--- src/design/pair_distance_histogram_assert.svh ---
// Assertion macros for the pair distance histogram.
// Included by the top level; needs nothing else.
`ifndef PAIR_DISTANCE_HISTOGRAM_ASSERT_SVH
`define PAIR_DISTANCE_HISTOGRAM_ASSERT_SVH

// Same-cycle implication, disabled while reset is asserted.
`define PDH_ASSERT_IMPL(label, clk, rst_n, ante, cons) \
    label: assert property (@(posedge clk) disable iff (!rst_n) (ante) |-> (cons)) \
        else $error("pair_distance_histogram: assertion failed");

// Next-cycle implication, disabled while reset is asserted.
`define PDH_ASSERT_NEXT(label, clk, rst_n, ante, cons) \
    label: assert property (@(posedge clk) disable iff (!rst_n) (ante) |=> (cons)) \
        else $error("pair_distance_histogram: assertion failed");

`endif

--- src/design/pdh_pkg.sv ---
// Shared types and constants for the pair distance histogram.
// Used by pdh_bin_unit and pair_distance_histogram; depends on nothing.
package pdh_pkg;

    localparam int POS_W       = 24;
    localparam int LEN_W       = 23;
    localparam int BINS_REG_W  = 7;
    localparam int BIN_W       = 6;
    localparam int MODE_W      = 2;
    localparam int CLASS_W     = 4;
    localparam int COUNT_OUT_W = 32;
    localparam int CFG_INDEX_W = 3;
    localparam int CFG_DATA_W  = 23;

    // Datapath widths of the distance unit.
    localparam int DIFF_W = 26;            // wrapped axis difference, signed
    localparam int MAG_W  = 25;            // magnitude of the wrapped difference
    localparam int SQ_W   = 52;            // sum of three squares
    localparam int ROOT_W = SQ_W / 2;      // integer square root
    localparam int REM_W  = ROOT_W + 1;    // square root partial remainder
    localparam int SUB_W  = LEN_W + BIN_W; // shared subtractor operand width
    localparam int STEP_W = 5;

    localparam logic [MODE_W-1:0] MODE_ACCUM      = 2'd0;
    localparam logic [MODE_W-1:0] MODE_READ       = 2'd1;
    localparam logic [MODE_W-1:0] MODE_READ_CLEAR = 2'd2;

    localparam logic [CFG_INDEX_W-1:0] REG_BOX_X       = 3'd0;
    localparam logic [CFG_INDEX_W-1:0] REG_BOX_Y       = 3'd1;
    localparam logic [CFG_INDEX_W-1:0] REG_BOX_Z       = 3'd2;
    localparam logic [CFG_INDEX_W-1:0] REG_BIN_WIDTH   = 3'd3;
    localparam logic [CFG_INDEX_W-1:0] REG_BINS_IN_USE = 3'd4;

    typedef struct packed {
        logic [MODE_W-1:0]       mode;
        logic [CLASS_W-1:0]      pair_class;
        logic                    same_species;
        logic signed [POS_W-1:0] first_x;
        logic signed [POS_W-1:0] first_y;
        logic signed [POS_W-1:0] first_z;
        logic signed [POS_W-1:0] second_x;
        logic signed [POS_W-1:0] second_y;
        logic signed [POS_W-1:0] second_z;
        logic [BIN_W-1:0]        bin_select;
    } item_t;

    typedef struct packed {
        logic [BIN_W-1:0]       bin_number;
        logic                   counted;
        logic [COUNT_OUT_W-1:0] bin_count;
    } result_t;

    // Status from the distance unit back to the controller.
    typedef struct packed {
        logic             done;
        logic             over;  // quotient is 64 or more, or zero bin width
        logic [BIN_W-1:0] bin;
    } bin_status_t;

endpackage

--- src/design/pdh_bin_unit.sv ---
// Iterative distance-to-bin unit: minimum-image wrap, sum of squares,
// square root and bin division on one shared subtractor. Depends on pdh_pkg.
module pdh_bin_unit (
    input  logic                         clk,
    input  logic                         rst_n,
    input  logic                         go,
    input  pdh_pkg::item_t               item,
    input  logic [pdh_pkg::LEN_W-1:0]    box_x,
    input  logic [pdh_pkg::LEN_W-1:0]    box_y,
    input  logic [pdh_pkg::LEN_W-1:0]    box_z,
    input  logic [pdh_pkg::LEN_W-1:0]    bin_width,
    output pdh_pkg::bin_status_t         status
);
    import pdh_pkg::*;

    typedef enum logic [6:0] {
        U_IDLE = 7'b0000001,
        U_MAG  = 7'b0000010,
        U_MUL  = 7'b0000100,
        U_ACC  = 7'b0001000,
        U_ROOT = 7'b0010000,
        U_OVER = 7'b0100000,
        U_DIV  = 7'b1000000
    } ustate_t;

    ustate_t                state_reg, state_next;
    logic [1:0]             axis_reg, axis_next;
    logic [STEP_W-1:0]      step_reg, step_next;
    logic [MAG_W-1:0]       mag_reg, mag_next;
    logic [2*MAG_W-1:0]     prod_reg, prod_next;
    logic [SQ_W-1:0]        acc_reg, acc_next;
    logic [REM_W-1:0]       rem_reg, rem_next;
    logic [ROOT_W-1:0]      root_reg, root_next;
    logic [SUB_W-1:0]       div_reg, div_next;
    logic [BIN_W-1:0]       q_reg, q_next;
    bin_status_t            status_reg, status_next;

    logic signed [POS_W-1:0]  pos_a, pos_b;
    logic [LEN_W-1:0]         len;
    logic signed [DIFF_W-1:0] d_raw, d_wrap;
    logic signed [DIFF_W:0]   two_d, len_s;
    logic [MAG_W-1:0]         mag;

    logic [SUB_W-1:0]         sub_a, sub_b;
    logic [SUB_W:0]           sub_full;
    logic                     ge;

    // Axis selection for the wrap step.
    always_comb
    begin
        unique case (axis_reg)
            2'd0:
            begin
                pos_a = item.first_x;
                pos_b = item.second_x;
                len   = box_x;
            end
            2'd1:
            begin
                pos_a = item.first_y;
                pos_b = item.second_y;
                len   = box_y;
            end
            default:
            begin
                pos_a = item.first_z;
                pos_b = item.second_z;
                len   = box_z;
            end
        endcase
    end

    // Minimum image: compare twice the difference against the box length.
    always_comb
    begin
        d_raw = DIFF_W'(pos_b) - DIFF_W'(pos_a);
        two_d = $signed({d_raw, 1'b0});
        len_s = $signed((DIFF_W + 1)'(len));
        if (two_d < -len_s)
            d_wrap = d_raw + DIFF_W'(len_s);
        else if (two_d > len_s)
            d_wrap = d_raw - DIFF_W'(len_s);
        else
            d_wrap = d_raw;
        mag = d_wrap[DIFF_W-1] ? MAG_W'(-d_wrap) : MAG_W'(d_wrap);
    end

    // Shared subtractor for root steps, the range check and division steps.
    always_comb
    begin
        unique case (state_reg)
            U_ROOT:
            begin
                sub_a = {rem_reg, acc_reg[SQ_W-1 -: 2]};
                sub_b = SUB_W'({root_reg, 2'b01});
            end
            U_OVER:
            begin
                sub_a = SUB_W'(root_reg);
                sub_b = {bin_width, BIN_W'(0)};
            end
            U_DIV:
            begin
                sub_a = SUB_W'(rem_reg);
                sub_b = div_reg;
            end
            default:
            begin
                sub_a = '0;
                sub_b = '0;
            end
        endcase
        sub_full = {1'b0, sub_a} - {1'b0, sub_b};
        ge       = !sub_full[SUB_W];
    end

    always_comb
    begin
        state_next  = state_reg;
        axis_next   = axis_reg;
        step_next   = step_reg;
        mag_next    = mag_reg;
        prod_next   = prod_reg;
        acc_next    = acc_reg;
        rem_next    = rem_reg;
        root_next   = root_reg;
        div_next    = div_reg;
        q_next      = q_reg;
        status_next = status_reg;
        status_next.done = 1'b0;

        unique case (state_reg)
            U_IDLE:
            begin
                if (go)
                begin
                    axis_next  = 2'd0;
                    acc_next   = '0;
                    state_next = U_MAG;
                end
            end
            U_MAG:
            begin
                mag_next   = mag;
                state_next = U_MUL;
            end
            U_MUL:
            begin
                prod_next  = mag_reg * mag_reg;
                state_next = U_ACC;
            end
            U_ACC:
            begin
                acc_next = acc_reg + SQ_W'(prod_reg);
                if (axis_reg == 2'd2)
                begin
                    rem_next   = '0;
                    root_next  = '0;
                    step_next  = '0;
                    state_next = U_ROOT;
                end
                else
                begin
                    axis_next  = axis_reg + 2'd1;
                    state_next = U_MAG;
                end
            end
            U_ROOT:
            begin
                // One result bit per cycle, two radicand bits shifted in.
                rem_next  = ge ? sub_full[REM_W-1:0] : sub_a[REM_W-1:0];
                root_next = {root_reg[ROOT_W-2:0], ge};
                acc_next  = acc_reg << 2;
                step_next = step_reg + STEP_W'(1);
                if (step_reg == STEP_W'(ROOT_W - 1))
                    state_next = U_OVER;
            end
            U_OVER:
            begin
                if (ge)
                begin
                    status_next = '{done: 1'b1, over: 1'b1, bin: '1};
                    state_next  = U_IDLE;
                end
                else
                begin
                    rem_next   = REM_W'(root_reg);
                    div_next   = {bin_width, BIN_W'(0)} >> 1;
                    q_next     = '0;
                    step_next  = STEP_W'(BIN_W - 1);
                    state_next = U_DIV;
                end
            end
            U_DIV:
            begin
                if (ge)
                    rem_next = sub_full[REM_W-1:0];
                q_next   = {q_reg[BIN_W-2:0], ge};
                div_next = div_reg >> 1;
                if (step_reg == '0)
                begin
                    status_next = '{done: 1'b1, over: 1'b0, bin: {q_reg[BIN_W-2:0], ge}};
                    state_next  = U_IDLE;
                end
                else
                begin
                    step_next = step_reg - STEP_W'(1);
                end
            end
            default:
            begin
                state_next = U_IDLE;
            end
        endcase
    end

    always_ff @(posedge clk or negedge rst_n)
    begin
        if (!rst_n)
        begin
            state_reg  <= U_IDLE;
            axis_reg   <= '0;
            step_reg   <= '0;
            status_reg <= '0;
        end
        else
        begin
            state_reg  <= state_next;
            axis_reg   <= axis_next;
            step_reg   <= step_next;
            status_reg <= status_next;
        end
    end

    always_ff @(posedge clk)
    begin
        mag_reg  <= mag_next;
        prod_reg <= prod_next;
        acc_reg  <= acc_next;
        rem_reg  <= rem_next;
        root_reg <= root_next;
        div_reg  <= div_next;
        q_reg    <= q_next;
    end

    assign status = status_reg;

endmodule
--- config.mk ---
export PLATFORM = sky130hd
export DESIGN_NAME = pdh_bin_unit
export DESIGN_NICKNAME = d
export VERILOG_FILES = /design/src/design/pair_distance_histogram_assert.svh /design/src/design/pdh_pkg.sv /design/src/design/pdh_bin_unit.sv
export SDC_FILE = /design/constraint.sdc
export NUM_CORES = 2
export LEC_CHECK = 0
export BUFFER_PORTS_ARGS = -buffer_cell sky130_fd_sc_hd__buf_2
export CORE_AREA = 2 2 333 335
export DETAILED_ROUTE_END_ITERATION = 16
export DIE_AREA = 0 0 335 337
export GPL_TIMING_DRIVEN = 0
export PLACE_DENSITY = 0.58
export SYNTH_ARGS = -nofsm -noshare
export SYNTH_HDL_FRONTEND = slang
export SYNTH_SLANG_ARGS = --single-unit
--- constraint.sdc ---
create_clock -name clk -period 17.9 [get_ports clk]
set_clock_uncertainty 0.1 [all_clocks]
set_input_delay 2.685 -clock clk [delete_from_list [all_inputs] [get_ports clk]]
set_output_delay 2.685 -clock clk [all_outputs]
set_load 0.03 [all_outputs]
## After elaboration in Yosys (flattened, before gate mapping)

Cells that the tools add are included.

| operators by class | value |
|---|---|
| $add $sub $neg | 10 |
| multipliers | 1 |
| $lt $le $gt $ge | 2 |
| equal/unequal tests | 19 |
| mux-type cells | 37 |
| reductions and logical operators | 16 |

Operator list:

| cell | count |
|---|---|
| 29-bit one-hot mux with 3 select lines | 2 |
| 52-bit one-hot mux with 3 select lines | 1 |
| 27-bit 2-to-1 mux | 4 |
| 27-bit one-hot mux with 4 select lines | 1 |
| 24-bit one-hot mux with 2 select lines | 2 |
| 26-bit 2-to-1 mux | 3 |
| 29-bit one-hot mux with 2 select lines | 1 |
| 52-bit by 50-bit adder with 52-bit output | 1 |
| 52-bit 2-to-1 mux | 1 |
| 26-bit one-hot mux with 2 select lines | 1 |
| 25-bit by 25-bit multiplier with 50-bit output | 1 |
| 7-bit one-hot mux with 7 select lines | 1 |
| 23-bit one-hot mux with 2 select lines | 1 |
| 29-bit by 29-bit subtractor with 30-bit output | 1 |
| 29-bit 2-to-1 mux | 1 |
| 7-bit 2-to-1 mux | 4 |
| 26-bit by 27-bit < comparator with 1-bit output | 1 |
| 23-bit negation with 27-bit output | 1 |
| 25-bit by 24-bit adder with 26-bit output | 1 |
| 26-bit by 24-bit > comparator with 1-bit output | 1 |
| 25-bit by 24-bit subtractor with 26-bit output | 1 |
| 25-bit 2-to-1 mux | 1 |
| 5-bit 2-to-1 mux | 5 |
| 25-bit negation | 1 |
| 30 further kinds | 47 |

| word-level totals | value |
|---|---|
| register bits after elaboration | 236 |
| input port bits | 252 |
| output and inout port bits | 8 |
| word-level logic and storage cells | 98 |

## Depth between registers and ports, before layout

| logic depth | value |
|---|---|
| word-level depth | 8 |
| mapped depth | 38 |
| gate-level depth less buffers | 31 |

## Worst setup path after synthesis

OpenSTA, ideal clock, no wires.

| timing | value |
|---|---|
| path kind | input port to flip-flop |
| from | input port item[55] (netlist bit) |
| to | register mag_reg[22] (data pin) |
| setup time | 0.268 ns |
| data arrival time | 8.419 ns |
| setup slack | 9.114 ns |
| stages | 32 |
| cells stage by stage | a22o_1 a21oi_1 inv_1 ha_1 nor2b_1 o31ai_1 a21oi_1 a311oi_1 o21ai_0 and2_1 nor2_1 xnor2_1 ha_1 nand4_1 nor3_1 o21ai_0 a21oi_1 o221a_2 a211oi_1 a222oi_1 clkbuf_1 buf_2 clkbuf_1 nor2_1 a21oi_1 nor2_1 a21oi_1 ha_1 nand4_1 or4_1 o21ai_0 o211ai_1 |

| on the way | value |
|---|---|
| word-level cells in the longest chain between the ends | 7 |
| elaborated cells on any way between the ends | 10 |
| classes of those cells | 4 x add/sub; 2 x order compare; 4 x mux |

Ends and longest elaborated chain:

| element | RTL line | RTL |
|---|---|---|
| from (decl) | pdh_bin_unit.sv:7 | `input pdh_pkg::item_t item,` |
| 24-bit one-hot mux with 2 select lines (*) | pdh_bin_unit.sv:51 | `unique case (axis_reg)` |
| 24-bit by 24-bit subtractor with 25-bit output (*) | pdh_bin_unit.sv:76 | `d_raw = DIFF_W'(pos_b) - DIFF_W'(pos_a);` |
| 25-bit by 24-bit subtractor with 26-bit output or 26-bit by 24-bit > comparator with 1-bit output (tied branches) | pdh_bin_unit.sv:82, pdh_bin_unit.sv:81 |  |
| 26-bit 2-to-1 mux | pdh_bin_unit.sv:81 | `else if (two_d > len_s)` |
| 26-bit 2-to-1 mux (*) | pdh_bin_unit.sv:79 | `if (two_d < -len_s)` |
| 25-bit negation | pdh_bin_unit.sv:85 | `mag = d_wrap[DIFF_W-1] ? MAG_W'(-d_wrap) : MAG_W'(d_wrap);` |
| 25-bit 2-to-1 mux (*) | pdh_bin_unit.sv:85 |  |
| named net mag[22] | pdh_bin_unit.sv:42 | `logic [MAG_W-1:0] mag;` |
| to (signal assigned) | pdh_bin_unit.sv:237 | `mag_reg <= mag_next;` |
| to (decl) | pdh_bin_unit.sv:29 | `logic [MAG_W-1:0] mag_reg, mag_next;` |

Mark *: on every way through the listed nets, which the timed path passes. The rest lies on a longest branch.
A chain may end at the register's enable or synchronous reset.

## Final worst setup path

| timing | value |
|---|---|
| from | register axis_reg[0] |
| to | register mag_reg[20] (data pin) |

| on the way | value |
|---|---|
| word-level cells in the longest chain between the ends | 8 |
| elaborated cells on any way between the ends | 15 |
| classes of those cells | 5 x add/sub; 2 x order compare; 1 x eq/ne; 6 x mux; 1 x reduce/logical |

Ends and longest elaborated chain:

| element | RTL line | RTL |
|---|---|---|
| from (decl) | pdh_bin_unit.sv:27 | `logic [1:0] axis_reg, axis_next;` |
| from (signal assigned) | pdh_bin_unit.sv:229 | `axis_reg <= axis_next;` |
| 2-bit by 1-bit equality test with 1-bit output or 2-bit logical NOT (tied branches) | pdh_bin_unit.sv:51 |  |
| 24-bit one-hot mux with 2 select lines | pdh_bin_unit.sv:51 |  |
| 24-bit by 24-bit subtractor with 25-bit output | pdh_bin_unit.sv:76 |  |
| 25-bit by 24-bit subtractor with 26-bit output or 26-bit by 24-bit > comparator with 1-bit output (tied branches) | pdh_bin_unit.sv:82, pdh_bin_unit.sv:81 |  |
| 26-bit 2-to-1 mux | pdh_bin_unit.sv:81 |  |
| 26-bit 2-to-1 mux (*) | pdh_bin_unit.sv:79 |  |
| 25-bit negation | pdh_bin_unit.sv:85 |  |
| 25-bit 2-to-1 mux (*) | pdh_bin_unit.sv:85 |  |
| named net mag[20] | pdh_bin_unit.sv:42 |  |

Marks and branches as above.

==> flow_summary_export.csv <==
group,metric,value,unit
synth,synth-adder-area-share,37.84,%
detailed_routing,first_iter_violations,1743,
critical_path,cp-startpoint,"axis_reg[0]",
clocking,clock_sinks,234,
final_layout,synthToLayoutAreaGrowth,11.17,%
critical_path,timing.critical_path.slowest_cell_delay,620,ps
critical_path,worst_ep_arrival_time,11690,ps
global_route,gr-total-overflow,0,
placed_design,place_ws,6307,ps
min_path,hold_path_class,"flop to flop",
critical_path,worstSetupPathType,"flop to flop",
clocking,cts_post_setup_buffers_inserted,0,
critical_path,largest_driver_fanout_on_the_critical_path,10,
synth,synthXorXnorAreaFrac,4.923,%
job,max_cap_viol_count,0,
synth,synth_top_area_cell,"sky130_fd_sc_hd__fa_1",
synth,synth_fp_nets,5315,
detailed_routing,route.detailed.drc,0,
synth,synth_top_cell_area_share,24.90,%
floorplanning,die_h,337,um
floorplanning,core_area,109600,sq um
sta,worst_slew_pin_slew,1122,ps
clocking,clock_path_buffers,3,
sta,fmax,87.32,MHz
floorplanning,die_x,335,um
critical_path,cp.required,18130,ps
clocking,clock_tree.root_cell,"sky130_fd_sc_hd__clkbuf_16",
critical_path,slowest_stage,"sky130_fd_sc_hd__clkbuf_1",
synth,synth-edff-count,212,
synth,synthesis.area_per_instance,9.059,sq um
sta,setup_violations,0,
detailed_routing,drt.antenna.violating_nets,0,
global_route,grt_antenna_before_repair,0,
placed_design,dp_hpwl,97780,um
synth,synthMuxAreaShare,1.010,%
clocking,numCtsBuffers,28,
final_layout,fin_nets,5601,
global_route,largest_net_degree_at_the_start_of_global_routing,29,
synth,synth.ff_latch_count,234,
floorplanning,floorplan.rows,122,
synth,synth.top_cells.by_area,"sky130_fd_sc_hd__fa_1 (25%), sky130_fd_sc_hd__edfxtp_1 (17%), sky130_fd_sc_hd__ha_1 (13%)",
sta,timing_max_transition_violations_final,0,
detailed_routing,drt-wirelength-per-cell,19.63,um
clocking,cts_tree,"done",
floorplanning,pin_count,260,
detailed_routing,drt-total-wl,116400,um
sta,setup_repair_after_global_routing_missed_its_margin,"false",
synth,syn-cell-area,38020,sq um
global_route,via_count_of_the_first_global_routing_pass,31930,
outcome,outcome,"finished, final reports clean",
sta,tns,0,ps
clocking,worstSkewPairLatency,610,ps
global_route,wire_length_of_the_first_global_routing_pass,181000,um
synth,largest_family_of_logic_cells_by_synthesized_area,"adder cells",
detailed_routing,vias_per_cell,5.155,
min_path,start_point_of_the_worst_hold_path,"status[0]",
detailed_routing,drt_pre_antenna_iters,6,
critical_path,worstSetupStartpointType,"flop",
synth,synthCells,4197,
final_layout,flip_flop_count_of_the_largest_register_all_copies_and_words_added,52,
global_route,grt.total_usage,20.58,%
clocking,postCtsHoldBufs,0,
clocking,clock_transition_at_path_regs,60,ps
clocking,cts.repair.resized,0,
critical_path,timing.critical_path.to_type,"flop",
synth,ys.warnings.count,0,
final_layout,layout.cells.most_common,"sky130_fd_sc_hd__inv_1",
sta,layout_worst_path_cycle_share,63.98,%
detailed_routing,via_count,30580,
clocking,htree_num_levels,1,
synth,synth_area_in_simple_gates,13.86,%
synth,synth_sequential_area_ratio,18.19,%
floorplanning,dieArea,112900,sq um
final_layout,layout-drive-gt1-share,8.724,%
sta,final_critical_path_setup_slack,6448,ps
critical_path,r2r_start,"axis_reg[0]",
synth,yosys_most_used_dff,"sky130_fd_sc_hd__edfxtp_1",
final_layout,layout.cells.most_common_list,"sky130_fd_sc_hd__inv_1 (745), sky130_fd_sc_hd__nand2_1 (511), sky130_fd_sc_hd__fa_1 (473), sky130_fd_sc_hd__ha_1 (393), sky130_fd_sc_hd__buf_2 (255)",
placed_design,port_buffers,246,
synth,asyncSetResetFlopFracSynth,9.402,%
sta,finalWorstPathRequiredPeriod,11450,ps
sta,slew-limit-headroom,24.67,%
sta,hold_viol,0,
floorplanning,initial_core_util,34.69,%
synth,synth_cell_type_count,97,
placed_design,place.gp.congestion,0.9139,
synth,synth_compound_area_share,15.22,%
==> synthesized netlist by cell type (90+ instances only) <==
cell                       count
sky130_fd_sc_hd__fa_1        473
sky130_fd_sc_hd__inv_1       745
sky130_fd_sc_hd__nand2_1     513
sky130_fd_sc_hd__a21oi_1     208
sky130_fd_sc_hd__clkbuf_1    123
sky130_fd_sc_hd__a21o_1       90
sky130_fd_sc_hd__and2_1      152
sky130_fd_sc_hd__ha_1        393
sky130_fd_sc_hd__o21ai_0     118
sky130_fd_sc_hd__xnor2_1     142
sky130_fd_sc_hd__edfxtp_1    212
sky130_fd_sc_hd__nor2_1      195
==> layout make-up <==
type	instances	area, sq um
inverters	747	2804
plain buffers	144	600.6
flip-flops and latches	234	6918
multi-input cells	3072	27750
diodes	1	2.502
fillers	11200	67330
well taps	1426	1784
clock buffers	37	862.1
clock inverters	15	185.2
repair buffers	256	1361
==> final timing paths <==
check                           cells after the start           end  slack (ps)
worst min-delay path                                1     status[0]         370
worst max register to register                     35   mag_reg[20]        6450
worst max-delay path                               35   mag_reg[20]        6450
min in group asynchronous                           1     status[0]        1960
max in group asynchronous                           1  state_reg[0]       15330
worst min register to register                      1     status[0]         370
==> metrics by stage <==
stage / utilization, % / cell area, sq um / cells / hold slack, ps
after global routing: 38.56 / 42270 / 5931 / 399.7
after global placement: 37.44 / 41040 / 5869 / 356.9
after CTS: 38.56 / 42260 / 5931 / 375.2
after floorplan: - / 38020 / 4197 / 340.1
final: 38.57 / 42270 / 5932 / 370.6
after detailed placement: 37.61 / 41220 / 5879 / 361.4
==> routing by layer <==
layer | wire length, um | vias up | GRT usage (%) | part of all wire [%]
met1 | 47510 | 14870 | 25.04 | 41
met2 | 56760 | 942 | 36.75 | 49
li1 | - | 14560 | - | -
met4 | 5420 | 0 | 8.320 | 4.7
met5 | 0 | - | 0 | 0
met3 | 6725 | 201 | 2.611 | 5.8
==> logic make-up (layout without fill, tap and decap cells) <==
family	after synthesis	after routing
other	0	1
adder cells (fa/ha/maj)	866	866
flip-flops	234	234
AO/OA/AOI/OAI	838	838
XOR/XNOR	212	212
buffers and inverters	891	1199
multiplexers	36	36
AND/OR/NAND/NOR	1120	1120
==> worst max-delay path: cells and delay by family, from the launching register on <==
family                   cells  cell delay [ps]
AO/OA/AOI/OAI               13             3210
XOR/XNOR                     2              620
adder cells (fa/ha/maj)      5             1630
buffers and inverters        9             3500
flip-flops                   1              380
AND/OR/NAND/NOR              6             1700
Power is left out: the tool's default activity adds up to more than one toggle a clock period on the data nets, which glitch-free logic cannot reach.
